`src/design/sjfq_pkg.sv`:
```
// shared types and constants for the shortest-job-first ready queue
// depends on nothing; every other file of the block imports it
package sjfq_pkg;

    localparam int MAX_PROCESSES = 16;
    localparam int TIME_BITS     = 16;
    localparam int BURST_BITS    = 16;
    localparam int SLOT_BITS     = $clog2(MAX_PROCESSES);
    localparam int CNT_BITS      = $clog2(MAX_PROCESSES + 1);

    typedef logic [SLOT_BITS-1:0]  slot_t;
    typedef logic [CNT_BITS-1:0]   count_t;
    typedef logic [TIME_BITS-1:0]  time_t;
    typedef logic [BURST_BITS-1:0] burst_t;

    typedef enum logic [1:0] {
        OP_ADD       = 2'd0,
        OP_TICK      = 2'd1,
        OP_REMOVE    = 2'd2,
        OP_SET_BURST = 2'd3
    } op_t;

    typedef enum logic [1:0] {
        ST_OK     = 2'd0,
        ST_FULL   = 2'd1,
        ST_ABSENT = 2'd2
    } status_t;

    typedef enum logic [2:0] {
        S_IDLE,
        S_TICK,
        S_REMOVE,
        S_SCAN,
        S_DONE
    } state_t;

    typedef struct packed {
        op_t    opcode;
        time_t  entry_time;
        burst_t burst_time;
        slot_t  slot;
        time_t  now_time;
    } cmd_item_t;

    typedef struct packed {
        status_t status;
        slot_t   head_slot;
        logic    head_valid;
        slot_t   shortest_slot;
        logic    shortest_valid;
        logic    work_left;
        count_t  queue_count;
        count_t  table_count;
    } rsp_item_t;

    // feeds of the shared compare unit during the summary walk
    typedef struct packed {
        logic   clear;
        logic   q_valid;
        slot_t  q_slot;
        burst_t q_burst;
        logic   w_valid;
        burst_t w_burst;
    } scan_ctrl_t;

    typedef struct packed {
        slot_t head_slot;
        slot_t best_slot;
        logic  work_left;
    } scan_res_t;

endpackage

```
`src/design/sjfq_cmd_if.sv`:
```
// command channel: valid/ready handshake carrying one operation
// depends on sjfq_pkg
interface sjfq_cmd_if;
    import sjfq_pkg::*;

    logic      valid;
    logic      ready;
    cmd_item_t item;

    modport source (output valid, output item, input ready);
    modport sink   (input valid, input item, output ready);
endinterface

```
`src/design/sjfq_rsp_if.sv`:
```
// result channel: valid/ready handshake carrying one queue summary
// depends on sjfq_pkg
interface sjfq_rsp_if;
    import sjfq_pkg::*;

    logic      valid;
    logic      ready;
    rsp_item_t item;

    modport source (output valid, output item, input ready);
    modport sink   (input valid, input item, output ready);
endinterface

```
`src/design/sjfq_scan_unit.sv`:
```
// shared compare unit: tracks head, shortest burst and nonzero burst over a walk
// depends on sjfq_pkg
module sjfq_scan_unit
(
    input  logic                 clk,
    input  logic                 rst_n,
    input  sjfq_pkg::scan_ctrl_t ctrl,
    output sjfq_pkg::scan_res_t  res
);
    import sjfq_pkg::*;

    logic   have_reg;
    logic   work_reg;
    burst_t best_burst_reg;
    slot_t  best_slot_reg;
    slot_t  head_slot_reg;
    logic   take;

    // strict less keeps the earliest queued slot on a tie
    assign take = ctrl.q_valid && (!have_reg || (ctrl.q_burst < best_burst_reg));

    always_ff @(posedge clk or negedge rst_n)
    begin
        if (!rst_n)
        begin
            have_reg <= 1'b0;
            work_reg <= 1'b0;
        end
        else if (ctrl.clear)
        begin
            have_reg <= 1'b0;
            work_reg <= 1'b0;
        end
        else
        begin
            if (ctrl.q_valid)
                have_reg <= 1'b1;
            if (ctrl.w_valid && (ctrl.w_burst != '0))
                work_reg <= 1'b1;
        end
    end

    always_ff @(posedge clk)
    begin
        if (!ctrl.clear && take)
        begin
            best_burst_reg <= ctrl.q_burst;
            best_slot_reg  <= ctrl.q_slot;
        end
        // first queued entry seen is the front of the queue
        if (!ctrl.clear && ctrl.q_valid && !have_reg)
            head_slot_reg <= ctrl.q_slot;
    end

    assign res.head_slot = head_slot_reg;
    assign res.best_slot = best_slot_reg;
    assign res.work_left = work_reg;

endmodule

```
`src/design/sjf_ready_queue_top.sv`:
```
// top level of the shortest-job-first ready queue: sequencer, table and queue memories
// depends on sjfq_pkg, sjfq_cmd_if, sjfq_rsp_if and sjfq_scan_unit
//
//  channel | role   | transaction
//  --------+--------+-------------------------------------------------
//  cmd     | sink   | one operation: add, tick, remove or set burst
//  rsp     | source | one summary of the queue after that operation
//
// an operation takes its own walk (tick: over the table; remove of a queued slot: over the
// queue; others: none) then a summary walk over the longer of queue and table, one entry per
// cycle through the memory read ports; the done state then loads the result register and the
// idle state accepts the next transaction. cmd.ready is high only in the idle state; a result
// waiting on rsp holds the sequencer in its last state. reset empties queue and table.
module sjf_ready_queue_top
(
    input  logic        clk,
    input  logic        rst_n,
    sjfq_cmd_if.sink    cmd,
    sjfq_rsp_if.source  rsp
);
    import sjfq_pkg::*;

    // memories
    time_t  arr_mem   [MAX_PROCESSES];
    burst_t burst_mem [MAX_PROCESSES];
    slot_t  order_mem [MAX_PROCESSES];

    time_t  arr_rd_reg;
    burst_t bqa_rd_reg;
    burst_t bqb_rd_reg;
    slot_t  order_rd_reg;

    logic   arr_we;
    slot_t  arr_waddr;
    time_t  arr_wdata;
    logic   burst_we;
    slot_t  burst_waddr;
    burst_t burst_wdata;
    logic   order_we;
    slot_t  order_waddr;
    slot_t  order_wdata;
    slot_t  rd_addr;

    // control state
    state_t  state_reg, state_next;
    count_t  idx_reg, idx_next;
    logic    p1_valid_reg, p1_valid_next;
    slot_t   p1_idx_reg, p1_idx_next;
    logic    found_reg, found_next;
    logic    s1_q_reg, s1_q_next;
    logic    s1_w_reg, s1_w_next;
    logic    s2_q_reg, s2_q_next;
    slot_t   s2_slot_reg, s2_slot_next;
    count_t  qlen_reg, qlen_next;
    count_t  tlen_reg, tlen_next;
    logic [MAX_PROCESSES-1:0] flags_reg, flags_next;
    logic    out_valid_reg, out_valid_next;

    // payload state
    slot_t     slot_reg;
    time_t     now_reg;
    status_t   status_reg, status_next;
    rsp_item_t out_reg;
    logic      out_load;

    scan_ctrl_t scan_ctrl;
    scan_res_t  scan_res;

    logic accept;
    logic in_range;
    logic present;
    logic issue_t, issue_q, issue_w;
    logic walk_done;
    logic scan_done;

    assign accept   = cmd.valid && cmd.ready;
    assign in_range = CNT_BITS'(cmd.item.slot) < tlen_reg;
    assign present  = in_range && flags_reg[cmd.item.slot];

    assign issue_t   = idx_reg < tlen_reg;
    assign issue_q   = idx_reg < qlen_reg;
    assign issue_w   = idx_reg < tlen_reg;
    assign walk_done = !((state_reg == S_TICK) ? issue_t : issue_q) && !p1_valid_reg;
    assign scan_done = !issue_q && !issue_w && !s1_q_reg && !s1_w_reg && !s2_q_reg;
    assign out_load  = (state_reg == S_DONE) && (!out_valid_reg || rsp.ready);

    // next state
    always_comb
    begin
        state_next = state_reg;
        case (state_reg)
            S_IDLE:
            begin
                if (accept)
                begin
                    case (cmd.item.opcode)
                        OP_TICK:   state_next = S_TICK;
                        OP_REMOVE: state_next = present ? S_REMOVE : S_SCAN;
                        default:   state_next = S_SCAN;
                    endcase
                end
            end
            S_TICK, S_REMOVE:
            begin
                if (walk_done)
                    state_next = S_SCAN;
            end
            S_SCAN:
            begin
                if (scan_done)
                    state_next = S_DONE;
            end
            S_DONE:
            begin
                if (out_load)
                    state_next = S_IDLE;
            end
            default: state_next = S_IDLE;
        endcase
    end

    // outputs of the sequencer and datapath control
    always_comb
    begin
        idx_next       = idx_reg;
        p1_valid_next  = 1'b0;
        p1_idx_next    = p1_idx_reg;
        found_next     = found_reg;
        s1_q_next      = 1'b0;
        s1_w_next      = 1'b0;
        s2_q_next      = 1'b0;
        s2_slot_next   = order_rd_reg;
        qlen_next      = qlen_reg;
        tlen_next      = tlen_reg;
        flags_next     = flags_reg;
        status_next    = status_reg;
        out_valid_next = out_valid_reg && !rsp.ready;

        arr_we      = 1'b0;
        arr_waddr   = tlen_reg[SLOT_BITS-1:0];
        arr_wdata   = cmd.item.entry_time;
        burst_we    = 1'b0;
        burst_waddr = tlen_reg[SLOT_BITS-1:0];
        burst_wdata = cmd.item.burst_time;
        order_we    = 1'b0;
        order_waddr = qlen_reg[SLOT_BITS-1:0];
        order_wdata = p1_idx_reg;

        scan_ctrl.clear   = 1'b0;
        scan_ctrl.q_valid = 1'b0;
        scan_ctrl.q_slot  = s2_slot_reg;
        scan_ctrl.q_burst = bqa_rd_reg;
        scan_ctrl.w_valid = 1'b0;
        scan_ctrl.w_burst = bqb_rd_reg;

        case (state_reg)
            S_IDLE:
            begin
                if (accept)
                begin
                    idx_next        = '0;
                    found_next      = 1'b0;
                    scan_ctrl.clear = 1'b1;
                    status_next     = ST_OK;
                    case (cmd.item.opcode)
                        OP_ADD:
                        begin
                            if (tlen_reg == CNT_BITS'(MAX_PROCESSES))
                                status_next = ST_FULL;
                            else
                            begin
                                arr_we   = 1'b1;
                                burst_we = 1'b1;
                                flags_next[tlen_reg[SLOT_BITS-1:0]] = 1'b0;
                                tlen_next = tlen_reg + CNT_BITS'(1);
                            end
                        end
                        OP_TICK: status_next = ST_OK;
                        OP_REMOVE:
                        begin
                            if (!present)
                                status_next = ST_ABSENT;
                        end
                        OP_SET_BURST:
                        begin
                            if (!in_range)
                                status_next = ST_ABSENT;
                            else
                            begin
                                burst_we    = 1'b1;
                                burst_waddr = cmd.item.slot;
                            end
                        end
                        default: status_next = ST_OK;
                    endcase
                end
            end
            S_TICK:
            begin
                if (issue_t)
                begin
                    idx_next      = idx_reg + CNT_BITS'(1);
                    p1_valid_next = 1'b1;
                    p1_idx_next   = idx_reg[SLOT_BITS-1:0];
                end
                if (p1_valid_reg && (arr_rd_reg == now_reg) && !flags_reg[p1_idx_reg]
                    && (qlen_reg < CNT_BITS'(MAX_PROCESSES)))
                begin
                    order_we               = 1'b1;
                    flags_next[p1_idx_reg] = 1'b1;
                    qlen_next              = qlen_reg + CNT_BITS'(1);
                end
                if (walk_done)
                    idx_next = '0;
            end
            S_REMOVE:
            begin
                if (issue_q)
                begin
                    idx_next      = idx_reg + CNT_BITS'(1);
                    p1_valid_next = 1'b1;
                    p1_idx_next   = idx_reg[SLOT_BITS-1:0];
                end
                if (p1_valid_reg)
                begin
                    // entries behind the removed one move up a place
                    if (found_reg)
                    begin
                        order_we    = 1'b1;
                        order_waddr = p1_idx_reg - SLOT_BITS'(1);
                        order_wdata = order_rd_reg;
                    end
                    if (order_rd_reg == slot_reg)
                        found_next = 1'b1;
                end
                if (walk_done)
                begin
                    idx_next             = '0;
                    found_next           = 1'b0;
                    qlen_next            = qlen_reg - CNT_BITS'(1);
                    flags_next[slot_reg] = 1'b0;
                end
            end
            S_SCAN:
            begin
                if (issue_q || issue_w)
                    idx_next = idx_reg + CNT_BITS'(1);
                s1_q_next         = issue_q;
                s1_w_next         = issue_w;
                s2_q_next         = s1_q_reg;
                scan_ctrl.w_valid = s1_w_reg;
                scan_ctrl.q_valid = s2_q_reg;
            end
            S_DONE:
            begin
                if (out_load)
                    out_valid_next = 1'b1;
            end
            default: ;
        endcase
    end

    assign rd_addr = idx_reg[SLOT_BITS-1:0];

    always_ff @(posedge clk)
    begin
        if (arr_we)
            arr_mem[arr_waddr] <= arr_wdata;
        if (burst_we)
            burst_mem[burst_waddr] <= burst_wdata;
        if (order_we)
            order_mem[order_waddr] <= order_wdata;
        arr_rd_reg   <= arr_mem[rd_addr];
        order_rd_reg <= order_mem[rd_addr];
        bqa_rd_reg   <= burst_mem[order_rd_reg];
        bqb_rd_reg   <= burst_mem[rd_addr];
    end

    always_ff @(posedge clk or negedge rst_n)
    begin
        if (!rst_n)
        begin
            state_reg     <= S_IDLE;
            idx_reg       <= '0;
            p1_valid_reg  <= 1'b0;
            found_reg     <= 1'b0;
            s1_q_reg      <= 1'b0;
            s1_w_reg      <= 1'b0;
            s2_q_reg      <= 1'b0;
            qlen_reg      <= '0;
            tlen_reg      <= '0;
            flags_reg     <= '0;
            out_valid_reg <= 1'b0;
        end
        else
        begin
            state_reg     <= state_next;
            idx_reg       <= idx_next;
            p1_valid_reg  <= p1_valid_next;
            found_reg     <= found_next;
            s1_q_reg      <= s1_q_next;
            s1_w_reg      <= s1_w_next;
            s2_q_reg      <= s2_q_next;
            qlen_reg      <= qlen_next;
            tlen_reg      <= tlen_next;
            flags_reg     <= flags_next;
            out_valid_reg <= out_valid_next;
        end
    end

    always_ff @(posedge clk)
    begin
        p1_idx_reg  <= p1_idx_next;
        s2_slot_reg <= s2_slot_next;
        status_reg  <= status_next;
        if (accept)
        begin
            slot_reg <= cmd.item.slot;
            now_reg  <= cmd.item.now_time;
        end
        if (out_load)
        begin
            out_reg.status         <= status_reg;
            out_reg.head_slot      <= (qlen_reg != '0) ? scan_res.head_slot : '0;
            out_reg.head_valid     <= (qlen_reg != '0);
            out_reg.shortest_slot  <= (qlen_reg != '0) ? scan_res.best_slot : '0;
            out_reg.shortest_valid <= (qlen_reg != '0);
            out_reg.work_left      <= scan_res.work_left;
            out_reg.queue_count    <= qlen_reg;
            out_reg.table_count    <= tlen_reg;
        end
    end

    sjfq_scan_unit u_scan (
        .clk   (clk),
        .rst_n (rst_n),
        .ctrl  (scan_ctrl),
        .res   (scan_res)
    );

    assign cmd.ready = (state_reg == S_IDLE);
    assign rsp.valid = out_valid_reg;
    assign rsp.item  = out_reg;

endmodule
```
`src/flat_wrapper.sv`:
```
// flat-port wrapper written by rule: the top's interface ports become plain ports
module sjf_ready_queue_top_flat import sjfq_pkg::*;
  (clk, rst_n, cmd_valid, cmd_item, cmd_ready, rsp_valid, rsp_item, rsp_ready);
  sjfq_cmd_if cmd_i ();
  sjfq_rsp_if rsp_i ();
  input  logic clk;
  input  logic rst_n;
  input wire logic [$bits(cmd_i.valid)-1:0] cmd_valid;
  input wire logic [$bits(cmd_i.item)-1:0] cmd_item;
  output wire logic [$bits(cmd_i.ready)-1:0] cmd_ready;
  output wire logic [$bits(rsp_i.valid)-1:0] rsp_valid;
  output wire logic [$bits(rsp_i.item)-1:0] rsp_item;
  input wire logic [$bits(rsp_i.ready)-1:0] rsp_ready;
  assign cmd_i.valid = cmd_valid;
  assign cmd_i.item = cmd_item;
  assign cmd_ready = cmd_i.ready;
  assign rsp_valid = rsp_i.valid;
  assign rsp_item = rsp_i.item;
  assign rsp_i.ready = rsp_ready;
  sjf_ready_queue_top u_core (.clk(clk), .rst_n(rst_n), .cmd(cmd_i), .rsp(rsp_i));
endmodule
```
`config.mk`:
```
export PLATFORM = sky130hd
export DESIGN_NAME = sjf_ready_queue_top_flat
export DESIGN_NICKNAME = d
export VERILOG_FILES = /design/src/design/sjfq_pkg.sv /design/src/design/sjfq_cmd_if.sv /design/src/design/sjfq_rsp_if.sv /design/src/design/sjfq_scan_unit.sv /design/src/design/sjf_ready_queue_top.sv /design/src/flat_wrapper.sv
export SDC_FILE = /design/constraint.sdc
export NUM_CORES = 1
export LEC_CHECK = 0
export ABC_AREA = 1
export BUFFER_PORTS_ARGS = -buffer_cell sky130_fd_sc_hd__buf_4
export CORE_AREA = 2 2 212 319
export CTS_CLUSTER_DIAMETER = 120
export DETAILED_ROUTE_END_ITERATION = 10
export DIE_AREA = 0 0 214 321
export PLACE_DENSITY = 0.66
export SLEW_MARGIN = 20
export SYNTH_ARGS = -nofsm -noshare
export SYNTH_HDL_FRONTEND = slang
export SYNTH_SLANG_ARGS = --single-unit
```
`constraint.sdc`:
```
create_clock -name clk -period 4.07 [get_ports clk]
set_input_delay 0 -clock clk [delete_from_list [all_inputs] [get_ports clk]]
set_output_delay 0 -clock clk [all_outputs]
set_load 0.005 [all_outputs]
```
### Word level (Yosys, flattened, before mapping)

Memories as Yosys holds them, arrays and structs flattened. A register that Yosys moved wholly into a read port is not among the register bits.
Index checks and enable logic that the tools add are counted.

* eq/ne operators: 25
* magnitude comparators: 12
* bitwise gates (word level): 6
* mux-type cells: 90
* add/subtract/negate cells: 5
* reductions and logical operators: 54
* $mul: 0
* divide/modulo/power cells: 0
* shifts and indexed selects: 0

Operator list (count)
* two-way mux 16 bit: 5
* two-way mux 4 bit: 12
* case mux 16 bit (3 select lines): 1
* two-way mux 1 bit: 43
* two-way mux 5 bit: 8
* AND 16 bit: 2
* inverter 16 bit: 2
* logical AND 1 bit: 20
* less-than comparator 4 x 5 -> 1 bit (second input constant): 4
* case mux 5 bit (4 select lines): 1
* == test 16 bit: 1
* less-than comparator 16 bit: 1
* bitwise OR 16 bit: 1
* nonzero test 16 bit: 1
* adder 5 x 1 -> 5 bit (second input constant): 3
* inequality test 2 x 1 -> 1 bit (second input constant): 7
* demux 1 bit (select 4 bit): 3
* >= comparator 4 x 1 -> 1 bit (second input constant): 3
* zero test 1 bit: 12
* two-way mux 3 bit: 4
* inequality test 3 x 1 -> 1 bit (second input constant): 4
* case mux 3 bit (4 select lines): 1
* AND reduction 4 bit: 3
* less-than comparator 5 bit: 2
* 32 further kinds: 48

* memories kept: 3
* word-level logic and storage cells: 223
* ROM bits: 0
* bits in registers: 118
* bits in latches: 0
* memory bits (writable): 576

Memories
* u_core.arr_mem: depth 16, width 16, read ports 1, clocked after Yosys merged registers in 1, wr ports 1, line sjf_ready_queue_top.sv:24 `time_t arr_mem [MAX_PROCESSES];`
* u_core.burst_mem: depth 16, width 16, read ports 2, clocked after Yosys merged registers in 2, wr ports 1, line sjf_ready_queue_top.sv:25 `burst_t burst_mem [MAX_PROCESSES];`
* u_core.order_mem: depth 16, width 4, read ports 1, clocked after Yosys merged registers in 1, wr ports 1, line sjf_ready_queue_top.sv:26 `slot_t order_mem [MAX_PROCESSES];`

### Logic depth before layout (Yosys ltp)

* word-level depth: 10
* depth in mapped cells: 14

### Modules after synthesis

A second synthesis with hierarchy kept.

* cell total of the unflattened synthesis: 2972
* area, all modules: 32703.9 um2

Modules (own cells, without submodules)
* sjf_ready_queue_top: times used 1, cells an instance 2858, area each 31436.4 um2, seq. area each 20860.0 um2
* sjfq_scan_unit: times used 1, cells an instance 114, area each 1267.5 um2, seq. area each 770.7 um2

### Worst setup path after synthesis

Ideal clock, no wire load.

* path type: reg2reg
* start point: register u_core.state_reg[1]
* end point: memory u_core.arr_mem[10][0] (netlist bit), enable pin
* data required time: 3.661 ns
* cell stages (with the launch flop): 7
* period minus slack after synthesis: 3.150 ns
* buffers on the path: 1
* path slack: 0.920 ns
* arrival: 2.741 ns
* library setup time: 0.409 ns
* path through: dfrtp_1 > nor2_2 > nand2_2 > nor2_4 > nand3_4 > clkbuf_1 > nor3_1

* longest elaborated chain between the ends: 6

Ends and longest elaborated chain
* start: declaration: line sjf_ready_queue_top.sv:45 `state_t state_reg, state_next;`
* start signal: assignment: line sjf_ready_queue_top.sv:297 `state_reg <= state_next;`
* zero test 3 bit: line sjf_ready_queue_top.sv:341 `assign cmd.ready = (state_reg == S_IDLE);`
* logical AND 1 bit: line sjf_ready_queue_top.sv:76 `assign accept = cmd.valid && cmd.ready;`
* via u_core.accept: line sjf_ready_queue_top.sv:69 `logic accept;`
* two-way mux 1 bit: line sjf_ready_queue_top.sv:159 `if (accept)`
* two-way mux 1 bit: line sjf_ready_queue_top.sv:156 `case (state_reg)`
* two-way mux 1 bit: line sjf_ready_queue_top.sv:267 `if (arr_we)`
* two-way mux 1 bit (implied by the code): line sjf_ready_queue_top.sv:268 `arr_mem[arr_waddr] <= arr_wdata;`
* end: declaration: line sjf_ready_queue_top.sv:24

The timed path passes the listed nets, and every way through them passes these cells.

### Final worst setup path

* start point: register u_core.state_reg[2]
* end point: memory u_core.order_mem[8][2] (netlist bit), enable pin

* longest elaborated chain between the ends: 4

Ends and longest elaborated chain
* == test 3 x 2 -> 1 bit / == test 3 x 1 -> 1 bit (equally long branches): line sjf_ready_queue_top.sv:156
* case mux 1 bit (2 select lines): line sjf_ready_queue_top.sv:156
* two-way mux 1 bit: line sjf_ready_queue_top.sv:271 `if (order_we)`
* two-way mux 1 bit (implied by the code): line sjf_ready_queue_top.sv:272 `order_mem[order_waddr] <= order_wdata;`
* end: declaration: line sjf_ready_queue_top.sv:26

Several ways; a longest one is shown, not always the timed one.

==> qor.txt <==
Status - finished, final reports clean
Most frequent CP cell - inv_2
Routed wire length - 93.3 mm
Critical Path AT - 3590 ps
Warnings, synthesis - 0
CTS tree - built
Overflow after GRT - 0
Final Hold Slack - 96.0 ps
CP max-delay cell - o21ai_0
Starting Density - 49.5%
Post-DP HPWL - 58.8 mm
Tot Pwr - 24.8 mW
Routed length per placed instance - 23.3 um
Slew Limit Fails - 0
Unrepaired setup endpoints after global routing - no
Crit-path max cell delay - 720 ps
Syn nets - 3053
# setup viols final - 0
Rel. slew slack - 33.0%
Setup_tns - 0 ps
CP bufs+invs - 3
Worst Hold Depth - 2
DR DRC count - 0
ANT cells - 0
P_sw - 9.34 mW
Die Span X - 214 um
Worst slew pin tran - 1000 ps
Max_cap viols - 0
RePlAce Congestion - 0.916
Worst-Skew Late Latency - 630 ps
Hold endpoint - u_core.now_reg[1]
Post-route ant nets - 0
Die ar. - 68700 um2
Fin cells - 3998
Vias post-DR - 23600
Post-CTS Hold Fix Bufs - 60
Met1 Wirelength - 32.5 mm
Post-synthesis cell type count - 47
Post-synth EDFFs - 648
Share of cells above drive strength 1 - 10.6%
Clock power share - 27.8%
Final setup margin - 753 ps
Clock transition at path regs - 60 ps
Crit Path Class - reg -> reg
Worst VDD drop - 0.00106 V
RR Startpoint - u_core.state_reg[2]
Synth Instances - 2951
CP Capture Type - flip-flop
Chip Height - 321 um
1st-pass router iterations - 6
Post-synthesis sequential area ratio - 66.2%
Final #Nets - 3156
Clock sink total - 746
Core area - 66000 um2
Peak Freq - 0.301 GHz
Initial antenna violation count - 0
Biggest regs - u_core.arr_mem x256, u_core.burst_mem x256, u_core.order_mem x64
Clock Skew - 23.5 ps
IO Pins - 83
Hold Crit Class - in -> reg
Final Hold Fails - 0
Reg2reg path depth - 8
Sw Share - 37.6%
Largest net degree at the start of global routing - 162
CTS Buf Count - 72
Highest metal used - met4
Root Driver - clkbuf_16
Number of global-route vias before repair - 23400
WL met2 - 48.2 mm
Max FO, Critical Path - 25
Dpl cells - 3805
Final worst path period need - 3320 ps
IO Port Bufs - 82
Via-per-instance ratio - 5.91
Yosys reg bits - 746
Num rows - 116
Main synth FF type - edfxtp_1
Reg2reg end - u_core.order_mem[8][2]
Pwr dens - 664 nW/um2
Leakage Power - 13.4 nW
Clock Path Buffers - 3
Crit path max-delay family - simple AND/OR/NAND/NOR gates
Seq pwr share - 39.7%
Filler instances - 5446
Avg Inst Size Synth - 11.1 um2
Post-CTS sizing - 0
Internal reg-to-reg setup slack - 750 ps
Post-place setup slack - 848 ps
P&R area growth vs syn - 14.4%
Startpoint types - flip-flop
Fin crit share - 81.5%
HP Start - cmd_item[1]
Metal3 WL - 5.63 mm
Async set-reset flop share out of synthesis - 5.63%
Post-CTS setup buffer count - 0
Iter 0 DRT Violations - 2304
Post-synthesis cell area - 32700 um2
Int Pwr - 15.5 mW
Worst-path cell chain - inv_2 > nand3_2 > buf_4 > inv_2 > nand3_4 > o21ai_0 > nand2_1 > nor2_1
H-tree depth - 3
Gate power share - 32.5%
Worst EP required - 4340 ps
First-pass GRT wire length - 139 mm
Total track usage - 26.9%
logic make-up (layout without fill, tap and decap cells):
| group | count (synthesis) | after routing | share of synthesized area [%] |
|---|---|---|---|
| and+or+nand+nor | 894 | 894 | 11.5 |
| muxes | 30 | 30 | 0.919 |
| adders and majority gates | 44 | 44 | 1.71 |
| AOI/OAI and AO/OA | 816 | 816 | 14.3 |
| buffers and inverters | 403 | 565 | 4.87 |
| DFF | 746 | 746 | 66.2 |
| xor gates and xnor gates | 18 | 18 | 0.482 |
metrics by stage:
step                utilization (%)  instance area (um2)
floorplan                         -                32700
global placement               52.0                34400
finish                         56.6                37400
CTS                            56.6                37400
detailed placement             52.0                34400
global route                   56.6                37400
routing by layer:
layer  vias up  track usage (%)
met1     11500             28.9
met2      1002             48.2
met5         -                0
met4         0             19.9
met3       276             3.63
li1      10800                -
cells in the final DEF (no fill, tap or decap), types with 5 or more instances in the layout:
cell type and count:
o21ai_1 13, clkinv_2 14, xnor2_1 6, o211ai_1 78, nor4_1 5, clkbuf_16 76
clkbuf_1 16, o22ai_1 5, edfxtp_1 648, mux2i_1 30, nor3_1 6, clkinv_1 8
o221ai_1 42, dfxtp_1 54, nor2_1 343, inv_2 12, a21oi_1 162, o31ai_1 11
inv_1 212, clkbuf_8 9, nand4_1 32, buf_12 5, o32ai_1 50, ha_1 43
dlygate4sd3_1 59, dfrtp_1 39, buf_4 141, bufinv_16 7, nor3_2 12, nand2_1 318
nor2_2 22, o21ai_0 445, nand3_1 133, xor2_1 12, nand2_2 5
Yosys cell counts (2+ instances only):
master / instances / area (um2)
o21ai_0: 445 / 2230
inv_2: 12 / 45.0
nor2_4: 2 / 22.5
dfrtp_1: 42 / 1050
o21ai_1: 13 / 65.1
buf_1: 10 / 37.5
buf_2: 40 / 200
dfxtp_1: 56 / 1120
nand3_4: 2 / 35.0
nor4_1: 5 / 31.3
nor2_1: 365 / 1370
buf_4: 6 / 45.0
or2_2: 2 / 12.5
xor2_1: 12 / 105
clkinv_1: 2 / 7.51
o211ai_1: 78 / 586
mux2i_1: 30 / 300
nand3_2: 3 / 30.0
inv_1: 212 / 796
clkbuf_1: 120 / 450
nor3_1: 17 / 85.1
a21oi_1: 164 / 821
o31ai_1: 11 / 82.6
nand2_1: 318 / 1190
nand3b_1: 4 / 30.0
xnor2_1: 6 / 52.6
o22ai_1: 5 / 31.3
nand3_1: 133 / 666
edfxtp_1: 648 / 19500
a31oi_1: 4 / 25.0
ha_1: 43 / 538
o32ai_1: 50 / 438
nand4_1: 32 / 200
nand2_2: 5 / 31.3
o221ai_1: 42 / 368
how the worst max path moves through the flow:
stage,start,end,slack (ps),cells past startpoint
3_5_place_dp,u_core.state_reg[2],u_core.order_mem[8][3],850,8
4_1_cts,u_core.state_reg[2],u_core.order_mem[8][2],820,8
2_1_floorplan,u_core.state_reg[1],u_core.arr_mem[10][0],920,6
3_3_place_gp,u_core.state_reg[2],u_core.order_mem[8][2],960,8
6_report,u_core.state_reg[2],u_core.order_mem[8][2],750,8
5_1_grt,u_core.state_reg[2],u_core.order_mem[8][1],630,8
final cells by class:
type	instances	area [um2]	area share, %
inverters	226	853	2.28
multi-input cells	1802	9590	25.6
repair buffers	206	1780	4.75
well taps	885	1110	2.96
flip-flops and latches	746	21600	57.9
clock inverters	32	347	0.927
clock buffers	101	2090	5.58
power by group through the flow:
stage          combinational (mW)  clock [mW]  sequential [mW]
6_report                     8.08        6.89             9.86
5_1_grt                      8.80        7.24             9.91
4_1_cts                      7.99        6.97             9.86
3_5_place_dp                 7.91           0             10.0
3_3_place_gp                 7.75           0             9.99
2_1_floorplan                5.45           0             9.53
Note: power is estimated with default switching activity, not from simulation.
